`config.mk`:
```
export PLATFORM = sky130hd
export DESIGN_NAME = wav_riff_header_parser
export DESIGN_NICKNAME = d
export VERILOG_FILES = /design/src/rtl/core/wrhp_pkg.sv /design/src/rtl/core/wav_riff_header_parser.sv /design/src/rtl/core/wrhp_parser.sv /design/src/rtl/core/wrhp_out_fifo.sv
export SDC_FILE = /design/constraint.sdc
export NUM_CORES = 1
export LEC_CHECK = 0
export BUFFER_PORTS_ARGS = -buffer_cell sky130_fd_sc_hd__buf_2
export CAP_MARGIN = 20
export CORE_MARGIN = 10
export CORE_UTILIZATION = 64
export DETAILED_ROUTE_END_ITERATION = 8
export PLACE_DENSITY = 0.95
export SYNTH_ARGS = -nofsm -noshare
export SYNTH_HDL_FRONTEND = slang
export SYNTH_SLANG_ARGS = --single-unit
```
`constraint.sdc`:
```
create_clock -name clk -period 38.6 [get_ports clk]
set_clock_uncertainty 0.15 [all_clocks]
set_input_delay 1.93 -clock clk [delete_from_list [all_inputs] [get_ports clk]]
set_output_delay 1.93 -clock clk [all_outputs]
set_load 0.02 [all_outputs]
```
`src/rtl/core/wrhp_pkg.sv`:
```
package wrhp_pkg;

  typedef enum logic [2:0] {
    PH_IDLE,
    PH_RIFF,
    PH_FMT_HDR,
    PH_FMT_SKIP,
    PH_FMT_BODY,
    PH_DATA_HDR,
    PH_DATA_SKIP
  } phase_t;

  typedef enum logic [2:0] {
    ST_OK        = 3'd0,
    ST_NOT_RIFF  = 3'd1,
    ST_NO_FMT    = 3'd2,
    ST_NO_DATA   = 3'd3,
    ST_FMT_SHORT = 3'd4
  } status_t;

  localparam logic [31:0] TAG_RIFF    = 32'h4646_4952;
  localparam logic [31:0] TAG_FMT     = 32'h2074_6D66;
  localparam logic [31:0] TAG_DATA    = 32'h6174_6164;
  localparam logic [31:0] FMT_MIN     = 32'd16;
  localparam logic [7:0]  TRIES_RESET = 8'd10;

  localparam logic [3:0] IDX_TAG_LAST  = 4'd3;
  localparam logic [3:0] IDX_SIZE_LAST = 4'd7;
  localparam logic [3:0] IDX_FORM_LAST = 4'd11;
  localparam logic [3:0] IDX_BODY_LAST = 4'd15;

  typedef struct packed {
    logic [2:0]  status;
    logic [31:0] riff_size;
    logic [31:0] riff_form;
    logic [31:0] fmt_size;
    logic [15:0] audio_format;
    logic [15:0] channel_count;
    logic [31:0] sample_rate;
    logic [31:0] byte_rate;
    logic [15:0] block_align;
    logic [15:0] sample_bits;
    logic [31:0] data_size;
  } result_t;

endpackage

```
`src/rtl/core/wav_riff_header_parser.sv`:
```
// WAV RIFF header parser. Feed the file one byte per transaction with in_file_start set on
// the first byte; one result (header fields or an error status, all other fields zero on
// error) comes out per complete file, nothing for a truncated one. A byte is taken every
// cycle while the output queue has room: each byte updates the parse registers, and any
// result lands in that two-entry queue, so in_ready drops only while it holds two results.
// Configuration writes on cfg_ are always taken and must happen while the block is idle.
module wav_riff_header_parser
  import wrhp_pkg::*;
(
  input  logic        clk,
  input  logic        rst_n,
  input  logic        cfg_valid,
  output logic        cfg_ready,
  input  logic [7:0]  cfg_max_chunk_tries,
  input  logic        in_valid,
  output logic        in_ready,
  input  logic [7:0]  in_data_byte,
  input  logic        in_file_start,
  output logic        out_valid,
  input  logic        out_ready,
  output logic [2:0]  out_status,
  output logic [31:0] out_riff_size,
  output logic [31:0] out_riff_form,
  output logic [31:0] out_fmt_size,
  output logic [15:0] out_audio_format,
  output logic [15:0] out_channel_count,
  output logic [31:0] out_sample_rate,
  output logic [31:0] out_byte_rate,
  output logic [15:0] out_block_align,
  output logic [15:0] out_sample_bits,
  output logic [31:0] out_data_size
);

  logic    in_fire, res_valid, not_full;
  result_t res, out_res;

  assign cfg_ready = 1'b1;
  assign in_ready  = not_full;
  assign in_fire   = in_valid && not_full;

  wrhp_parser u_parser (
    .clk        (clk),
    .rst_n      (rst_n),
    .cfg_we     (cfg_valid),
    .cfg_tries  (cfg_max_chunk_tries),
    .in_fire    (in_fire),
    .data_byte  (in_data_byte),
    .file_start (in_file_start),
    .res_valid  (res_valid),
    .res        (res)
  );

  wrhp_out_fifo u_out_fifo (
    .clk      (clk),
    .rst_n    (rst_n),
    .wr_en    (res_valid),
    .wr_data  (res),
    .not_full (not_full),
    .rd_valid (out_valid),
    .rd_ready (out_ready),
    .rd_data  (out_res)
  );

  assign out_status        = out_res.status;
  assign out_riff_size     = out_res.riff_size;
  assign out_riff_form     = out_res.riff_form;
  assign out_fmt_size      = out_res.fmt_size;
  assign out_audio_format  = out_res.audio_format;
  assign out_channel_count = out_res.channel_count;
  assign out_sample_rate   = out_res.sample_rate;
  assign out_byte_rate     = out_res.byte_rate;
  assign out_block_align   = out_res.block_align;
  assign out_sample_bits   = out_res.sample_bits;
  assign out_data_size     = out_res.data_size;

endmodule

```
`src/rtl/core/wrhp_parser.sv`:
```
module wrhp_parser
  import wrhp_pkg::*;
(
  input  logic       clk,
  input  logic       rst_n,
  input  logic       cfg_we,
  input  logic [7:0] cfg_tries,
  input  logic       in_fire,
  input  logic [7:0] data_byte,
  input  logic       file_start,
  output logic       res_valid,
  output result_t    res
);

  phase_t      phase_r, phase_nxt;
  logic [3:0]  byte_index_r, byte_index_nxt;
  logic [7:0]  tries_r, tries_nxt;
  logic [7:0]  max_tries_r;
  logic [31:0] skip_r, skip_nxt;
  logic [31:0] tag_r, tag_nxt;
  logic [31:0] size_r, size_nxt;
  logic [31:0] riff_size_r, riff_size_nxt;
  logic [31:0] riff_form_r, riff_form_nxt;
  logic [31:0] fmt_size_r, fmt_size_nxt;
  logic [7:0]  body_r [16];
  logic        body_we;

  phase_t      ph;
  logic [3:0]  idx;
  logic [7:0]  tries_cur, tries_inc;
  logic [31:0] tag_new, size_new, fmt_rest;
  logic        tries_out, hdr_last, tag_is_fmt, tag_is_data, fmt_short, riff_bad;

  // file start restarts the parse on the flagged byte
  assign ph          = file_start ? PH_RIFF : phase_r;
  assign idx         = file_start ? 4'd0 : byte_index_r;
  assign tries_cur   = file_start ? 8'd0 : tries_r;
  assign tries_inc   = tries_cur + 8'd1;
  assign tries_out   = (tries_inc >= max_tries_r);
  assign tag_new     = {data_byte, tag_r[31:8]};
  assign size_new    = {data_byte, size_r[31:8]};
  assign hdr_last    = (idx == IDX_SIZE_LAST);
  assign tag_is_fmt  = (tag_r == TAG_FMT);
  assign tag_is_data = (tag_r == TAG_DATA);
  assign fmt_short   = (size_new < FMT_MIN);
  assign riff_bad    = (idx == IDX_TAG_LAST) && (tag_new != TAG_RIFF);
  assign fmt_rest    = fmt_size_r - FMT_MIN;

  always_comb begin
    phase_nxt = phase_r;
    if (in_fire) begin
      unique case (ph)
        PH_RIFF: begin
          if (riff_bad) phase_nxt = PH_IDLE;
          else if (idx == IDX_FORM_LAST) phase_nxt = PH_FMT_HDR;
          else phase_nxt = PH_RIFF;
        end
        PH_FMT_HDR: begin
          if (!hdr_last) phase_nxt = PH_FMT_HDR;
          else if (tag_is_fmt) phase_nxt = fmt_short ? PH_IDLE : PH_FMT_BODY;
          else if (tries_out) phase_nxt = PH_IDLE;
          else phase_nxt = (size_new == 32'd0) ? PH_FMT_HDR : PH_FMT_SKIP;
        end
        PH_DATA_HDR: begin
          if (!hdr_last) phase_nxt = PH_DATA_HDR;
          else if (tag_is_data || tries_out) phase_nxt = PH_IDLE;
          else phase_nxt = (size_new == 32'd0) ? PH_DATA_HDR : PH_DATA_SKIP;
        end
        PH_FMT_BODY: begin
          if (idx == IDX_BODY_LAST) phase_nxt = (fmt_rest == 32'd0) ? PH_DATA_HDR : PH_DATA_SKIP;
          else phase_nxt = PH_FMT_BODY;
        end
        PH_FMT_SKIP:  phase_nxt = (skip_r == 32'd1) ? PH_FMT_HDR : PH_FMT_SKIP;
        PH_DATA_SKIP: phase_nxt = (skip_r == 32'd1) ? PH_DATA_HDR : PH_DATA_SKIP;
        default:      phase_nxt = PH_IDLE;
      endcase
    end
  end

  always_comb begin
    byte_index_nxt = byte_index_r;
    tries_nxt      = tries_r;
    skip_nxt       = skip_r;
    tag_nxt        = tag_r;
    size_nxt       = size_r;
    riff_size_nxt  = riff_size_r;
    riff_form_nxt  = riff_form_r;
    fmt_size_nxt   = fmt_size_r;
    body_we        = 1'b0;
    res_valid      = 1'b0;
    res            = '0;
    if (in_fire) begin
      byte_index_nxt = idx;
      tries_nxt      = tries_cur;
      unique case (ph)
        PH_RIFF: begin
          if (idx <= IDX_TAG_LAST) tag_nxt = tag_new;
          else size_nxt = size_new;
          if (idx == IDX_SIZE_LAST) riff_size_nxt = size_new;
          if (idx == IDX_FORM_LAST) begin
            riff_form_nxt  = size_new;
            tries_nxt      = 8'd0;
            byte_index_nxt = 4'd0;
          end else begin
            byte_index_nxt = idx + 4'd1;
          end
          if (riff_bad) begin
            res_valid  = 1'b1;
            res.status = ST_NOT_RIFF;
          end
        end
        PH_FMT_HDR, PH_DATA_HDR: begin
          if (idx <= IDX_TAG_LAST) tag_nxt = tag_new;
          else size_nxt = size_new;
          if (!hdr_last) begin
            byte_index_nxt = idx + 4'd1;
          end else begin
            byte_index_nxt = 4'd0;
            tries_nxt      = tries_inc;
            skip_nxt       = size_new;
            if (ph == PH_FMT_HDR) begin
              if (tag_is_fmt) begin
                fmt_size_nxt = size_new;
                if (fmt_short) begin
                  res_valid  = 1'b1;
                  res.status = ST_FMT_SHORT;
                end
              end else if (tries_out) begin
                res_valid  = 1'b1;
                res.status = ST_NO_FMT;
              end
            end else begin
              if (tag_is_data) begin
                res_valid         = 1'b1;
                res.status        = ST_OK;
                res.riff_size     = riff_size_r;
                res.riff_form     = riff_form_r;
                res.fmt_size      = fmt_size_r;
                res.audio_format  = {body_r[1], body_r[0]};
                res.channel_count = {body_r[3], body_r[2]};
                res.sample_rate   = {body_r[7], body_r[6], body_r[5], body_r[4]};
                res.byte_rate     = {body_r[11], body_r[10], body_r[9], body_r[8]};
                res.block_align   = {body_r[13], body_r[12]};
                res.sample_bits   = {body_r[15], body_r[14]};
                res.data_size     = size_new;
              end else if (tries_out) begin
                res_valid  = 1'b1;
                res.status = ST_NO_DATA;
              end
            end
          end
        end
        PH_FMT_BODY: begin
          body_we        = 1'b1;
          byte_index_nxt = idx + 4'd1;
          if (idx == IDX_BODY_LAST) begin
            tries_nxt = 8'd0;
            skip_nxt  = fmt_rest;
          end
        end
        PH_FMT_SKIP, PH_DATA_SKIP: begin
          skip_nxt = skip_r - 32'd1;
          if (skip_r == 32'd1) byte_index_nxt = 4'd0;
        end
        default: ;
      endcase
    end
  end

  always_ff @(posedge clk) begin
    if (!rst_n) begin
      phase_r      <= PH_IDLE;
      byte_index_r <= '0;
      tries_r      <= '0;
      max_tries_r  <= TRIES_RESET;
    end else begin
      phase_r      <= phase_nxt;
      byte_index_r <= byte_index_nxt;
      tries_r      <= tries_nxt;
      if (cfg_we) max_tries_r <= cfg_tries;
    end
  end

  always_ff @(posedge clk) begin
    skip_r      <= skip_nxt;
    tag_r       <= tag_nxt;
    size_r      <= size_nxt;
    riff_size_r <= riff_size_nxt;
    riff_form_r <= riff_form_nxt;
    fmt_size_r  <= fmt_size_nxt;
    if (body_we) body_r[idx] <= data_byte;
  end

endmodule

```
`src/rtl/core/wrhp_out_fifo.sv`:
```
module wrhp_out_fifo
  import wrhp_pkg::*;
(
  input  logic    clk,
  input  logic    rst_n,
  input  logic    wr_en,
  input  result_t wr_data,
  output logic    not_full,
  output logic    rd_valid,
  input  logic    rd_ready,
  output result_t rd_data
);

  result_t    mem_r [2];
  logic [1:0] count_r, count_nxt;
  logic       wr_ptr_r, rd_ptr_r;
  logic       rd_en;

  assign not_full = ~count_r[1];
  assign rd_valid = (count_r != 2'd0);
  assign rd_en    = rd_valid && rd_ready;
  assign rd_data  = mem_r[rd_ptr_r];

  always_comb begin
    count_nxt = count_r;
    if (wr_en && !rd_en) count_nxt = count_r + 2'd1;
    else if (!wr_en && rd_en) count_nxt = count_r - 2'd1;
  end

  always_ff @(posedge clk) begin
    if (!rst_n) begin
      count_r  <= '0;
      wr_ptr_r <= 1'b0;
      rd_ptr_r <= 1'b0;
    end else begin
      count_r <= count_nxt;
      if (wr_en) wr_ptr_r <= ~wr_ptr_r;
      if (rd_en) rd_ptr_r <= ~rd_ptr_r;
    end
  end

  always_ff @(posedge clk) begin
    if (wr_en) mem_r[wr_ptr_r] <= wr_data;
  end

endmodule
```
==> run_results.csv <==
group,metric,value,unit
power,power,1828,uW
sta,setup_slack,31480,ps
worst_hold_path,hold_start,"u_parser.tag_r[14]",
critical_path,r2r_start,"u_parser.tries_r[3]",
critical_path,reg2reg_slack,32800,ps
synthesis,synth_compound_area_share,2.574,%
final_layout,drive_above_1_share,29.94,%
critical_path,arrival,7210,ps
sta,period_share,18.45,%
outcome,outcome,"finished, final reports clean",
placed_design,place.gp.congestion,0.8971,
final_layout,multiInputGateArea,8033,um^2
clock_tree,cts_resized,0,
synthesis,postSynthAreaPerCell,16.85,um^2
synthesis,synthXorXnorAreaFrac,1.523,%
detailed_routing,wl,85070,um
global_routing,grt_pass1_wl,125900,um
synthesis,synth-adder-area-share,0.6638,%
sta,relSlewSlack,12.15,%
power,intPower,1458,uW
synthesis,ys.flop_type,"edfxtp_1",
floorplan,die_w,250.2,um
sta,rsz0062_at_grt,"no",
placed_design,post-place-ws,31030,ps
critical_path,criticalPathCategory,"input pin to flip-flop",
power,combPwrFrac,1.6,%
floorplan,core_area,52550,um^2
final_layout,regArea,25490,um^2
critical_path,crit_path_cell_trace,"buf_2 > nor2b_1 > ha_1 > nand3_1 > nor2_1 > xnor2_1 > nor2_1 > ha_1 > nand2_1 > nor3_1 > a21oi_1 > mux2i_1 > a221oi_1 > nor2_1 > and2_4 > buf_4 > buf_4",
critical_path,endpoint_kind,"flip-flop",
sta,fin_setup_tns,0,ps
clock_tree,clkTransAtPathRegs,60,ps
global_routing,grt_overflow,0,
detailed_routing,drt_iter0_drc,2661,
synthesis,synth_top_family_by_area,"simple AND/OR/NAND/NOR gates",
detailed_routing,wl_per_cell,27.68,um
synthesis,async_reset_ff_share,0,%
detailed_routing,post-route-drc-count,0,
synthesis,synth_edf_count,830,
placed_design,place_hpwl,48920,um
global_routing,gr-usage-all-layers,26.42,%
sta,period_needed,7122,ps
clock_tree,cts_root_buf,"clkbuf_16",
worst_hold_path,hold_path_end,"u_parser.tag_r[6]",
sta,finalHoldViolCount,0,
detailed_routing,vias,19700,
clock_tree,cts_buffer_depth,3,
power,seqPwrFrac,55.4,%
floorplan,fp.dieArea,62620,um^2
power,p_leak,0.01415,uW
synthesis,synth_area,33930,um^2
detailed_routing,drt_first_pass_iters,8,
synthesis,ys_warn_count,0,
synthesis,syn_inst,2013,
power,peakVddDrop,0.03126,mV
critical_path,worstPathMaxFanout,73,
critical_path,cp.required,38690,ps
final_layout,area.growth.synth_to_final,14.08,%
synthesis,synth.area.top_cells,"edfxtp_1, mux2_2, and2_1, dfxtp_1, nor2_1",
power,switching_share,20.24,%
sta,tightest_slew,1318,ps
synthesis,synth_top_area_share,73.46,%
final_layout,n_antenna_cell,0,
critical_path,crit_top_cell,"nor2_1",
floorplan,pin_count,284,
clock_tree,holdBufCountCts,0,
clock_tree,cts_tree,"built",
floorplan,fp.dieH,250.2,um
sta,setup_violations,0,
power,p_per_area,47.24,nW/um^2
sta,maxSlewViolCount,0,
worst_hold_path,min-delay-path-class,"flip-flop to flip-flop",
clock_tree,h-tree-depth,3,
critical_path,crit_path_max_incr_delay,920,ps
power,switching_power,370.1,uW
critical_path,reg2reg_depth,15,
clock_tree,cts_sinks,858,
synthesis,synth.area.mux_share,8.862,%
clock_tree,numCtsBuffers,83,
global_routing,grt_pass1_vias,19710,
critical_path,cpMaxStageDelayCell,"buf_4",
critical_path,critPathLaunch,"in_file_start",
clock_tree,insertion_delay,640,ps
clock_tree,post_cts_buffers,0,
floorplan,floorplan.initialDensity,64.56,%
critical_path,worstReg2RegEnd,"u_out_fifo.mem_r[1][195]",
worst_hold_path,hold_depth,0,
synthesis,yosysTopAreaCell,"edfxtp_1",
synthesis,yosysSeqAreaShare,75.11,%
floorplan,rows,84,
final_layout,fillCellCount,2748,
critical_path,worst_setup_path_start_kind,"input pin",
synthesis,ys_ff_latch,858,
global_routing,antenna_found_initial,1,
final_layout,fin_nets,2365,
synthesis,synthDistinctLibCells,73,
detailed_routing,via_per_inst,6.410,
power,pwr-share-clk,43.0,%
sta,max_freq,140.4,MHz
synthesis,synth-simple-area-share,9.917,%
global_routing,grt_max_degree,171,
detailed_routing,ant_nets,0,
placed_design,placement.io_buffers,282,
run,cap_violations,0,
synthesis,syn_nets,2053,
[cell usage in the layout (no fill, tap or decap), drive strengths merged, types with 10 or more instances in the layout]
| cell | netlist | final |
|---|---|---|
| edfxtp | 830 | 830 |
| buf | 27 | 310 |
| mux2 | 259 | 259 |
| and2 | 252 | 252 |
| clkbuf | 56 | 99 |
| nor2 | 90 | 90 |
| nand2 | 55 | 55 |
| xnor2 | 36 | 36 |
| clkinv | 0 | 36 |
| nor4 | 34 | 34 |
| nor3 | 32 | 32 |
| o21ai | 30 | 30 |
| dfxtp | 28 | 28 |
| a21oi | 26 | 26 |
| inv | 21 | 24 |
| xor2 | 23 | 23 |
| nand3 | 20 | 20 |
| ha | 18 | 18 |
| nand4 | 17 | 17 |
| a22oi | 17 | 17 |
| nand2b | 14 | 14 |
| o221ai | 13 | 13 |
| nor2b | 10 | 10 |
[flip-flops by register name, indices dropped and copies added (netlist names), 3 cells and up, named ones only]
| signal | cells |
|---|---|
| u_parser.tries_r | 8 |
| u_parser.riff_form_r | 32 |
| u_out_fifo.mem_r | 518 |
| u_parser.tag_r | 32 |
| u_parser.phase_r | 3 |
| u_parser.byte_index_r | 4 |
| u_parser.body_r | 128 |
| u_parser.fmt_size_r | 32 |
| u_parser.size_r | 24 |
| u_parser.riff_size_r | 32 |
| u_parser.max_tries_r | 8 |
| u_parser.skip_r | 32 |
[kinds of logic after synthesis]
family | Yosys count
xor gates and xnor gates | 59
adders and majority gates | 18
and+or+nand+nor | 578
muxes | 268
DFF | 858
AOI/OAI and AO/OA | 127
buffers and inverters | 104
other | 1
[cells in the mapped netlist, types with 3 or more instances]
library cell / number
nor2_1: 90
o221ai_1: 13
a21oi_1: 26
nand2b_1: 14
nor3_1: 31
mux2_2: 259
mux2i_1: 9
nand2_1: 55
inv_1: 21
xor2_1: 23
a32oi_1: 3
nor2b_1: 10
o21ai_0: 29
nand4_1: 17
or3b_2: 3
and4b_1: 3
nor4bb_1: 4
nor3b_1: 6
ha_1: 18
nor4b_1: 5
nand3_1: 19
nor4_1: 31
xnor2_1: 36
buf_2: 14
clkbuf_1: 56
o31ai_1: 4
a31oi_1: 3
buf_4: 10
a221o_1: 5
or4_1: 5
edfxtp_1: 830
dfxtp_1: 28
a211oi_1: 4
a22oi_1: 17
and2_1: 252
or2_2: 3
o211ai_1: 3
nor4b_2: 4
or3_1: 8
[per-stage QoR]
step | hold WS [ps] | std cells | util, % | instance area [um^2]
2_1_floorplan | 267.2 | 2013 | - | 33930
3_3_place_gp | 275.3 | 2926 | 68.66 | 36080
3_5_place_dp | 291.3 | 2926 | 68.66 | 36080
4_1_cts | 303.4 | 3071 | 73.56 | 38660
5_1_grt | 306.5 | 3073 | 73.65 | 38700
6_report | 306.0 | 3073 | 73.65 | 38700
[critical path: cells and delay by family]
kind	cells	cell delay, ps
adders and majority gates	2	580
buffers and inverters	3	2200
AOI/OAI and AO/OA	2	360
xor gates and xnor gates	1	140
and+or+nand+nor	8	1660
muxes	1	200
[how the worst max path moves through the flow]
stage	to	slack, ps	cells after the start
detailed placement	u_out_fifo.mem_r[1][195]	31030	17
floorplan	u_out_fifo.mem_r[0][0]	15550	16
finish	u_out_fifo.mem_r[1][195]	31480	17
CTS	u_out_fifo.mem_r[1][195]	31620	17
global placement	u_out_fifo.mem_r[1][194]	31140	17
global route	u_out_fifo.mem_r[1][195]	31040	17
[layout make-up]
type | instances | share of cell area (%)
Inverter | 21 | 0.2037
Multi-Input combinational cell | 1051 | 20.75
Clock inverter | 46 | 1.025
Clock buffer | 99 | 5.632
Tap cell | 688 | 2.224
Timing Repair Buffer | 310 | 4.306
Sequential cell | 858 | 65.86
[power groups by stage]
stage               logic [uW]  clock network (uW)  registers [uW]
CTS                       29.3                 789            1010
global route              30.9                 821            1010
floorplan                 15.5                   0            1030
global placement          28.3                   0            1030
finish                    29.5                 786            1010
detailed placement        28.8                   0            1030
[layer usage]
layer | vias up | share of wire (%) | track usage [%]
met5 | - | 0 | 0
met4 | 0 | 3.5 | 10.64
met3 | 207 | 9.3 | 4.780
met2 | 1417 | 51 | 44.90
met1 | 9814 | 36 | 33.22
li1 | 8261 | - | -
Power figures use the tool's default switching activity.
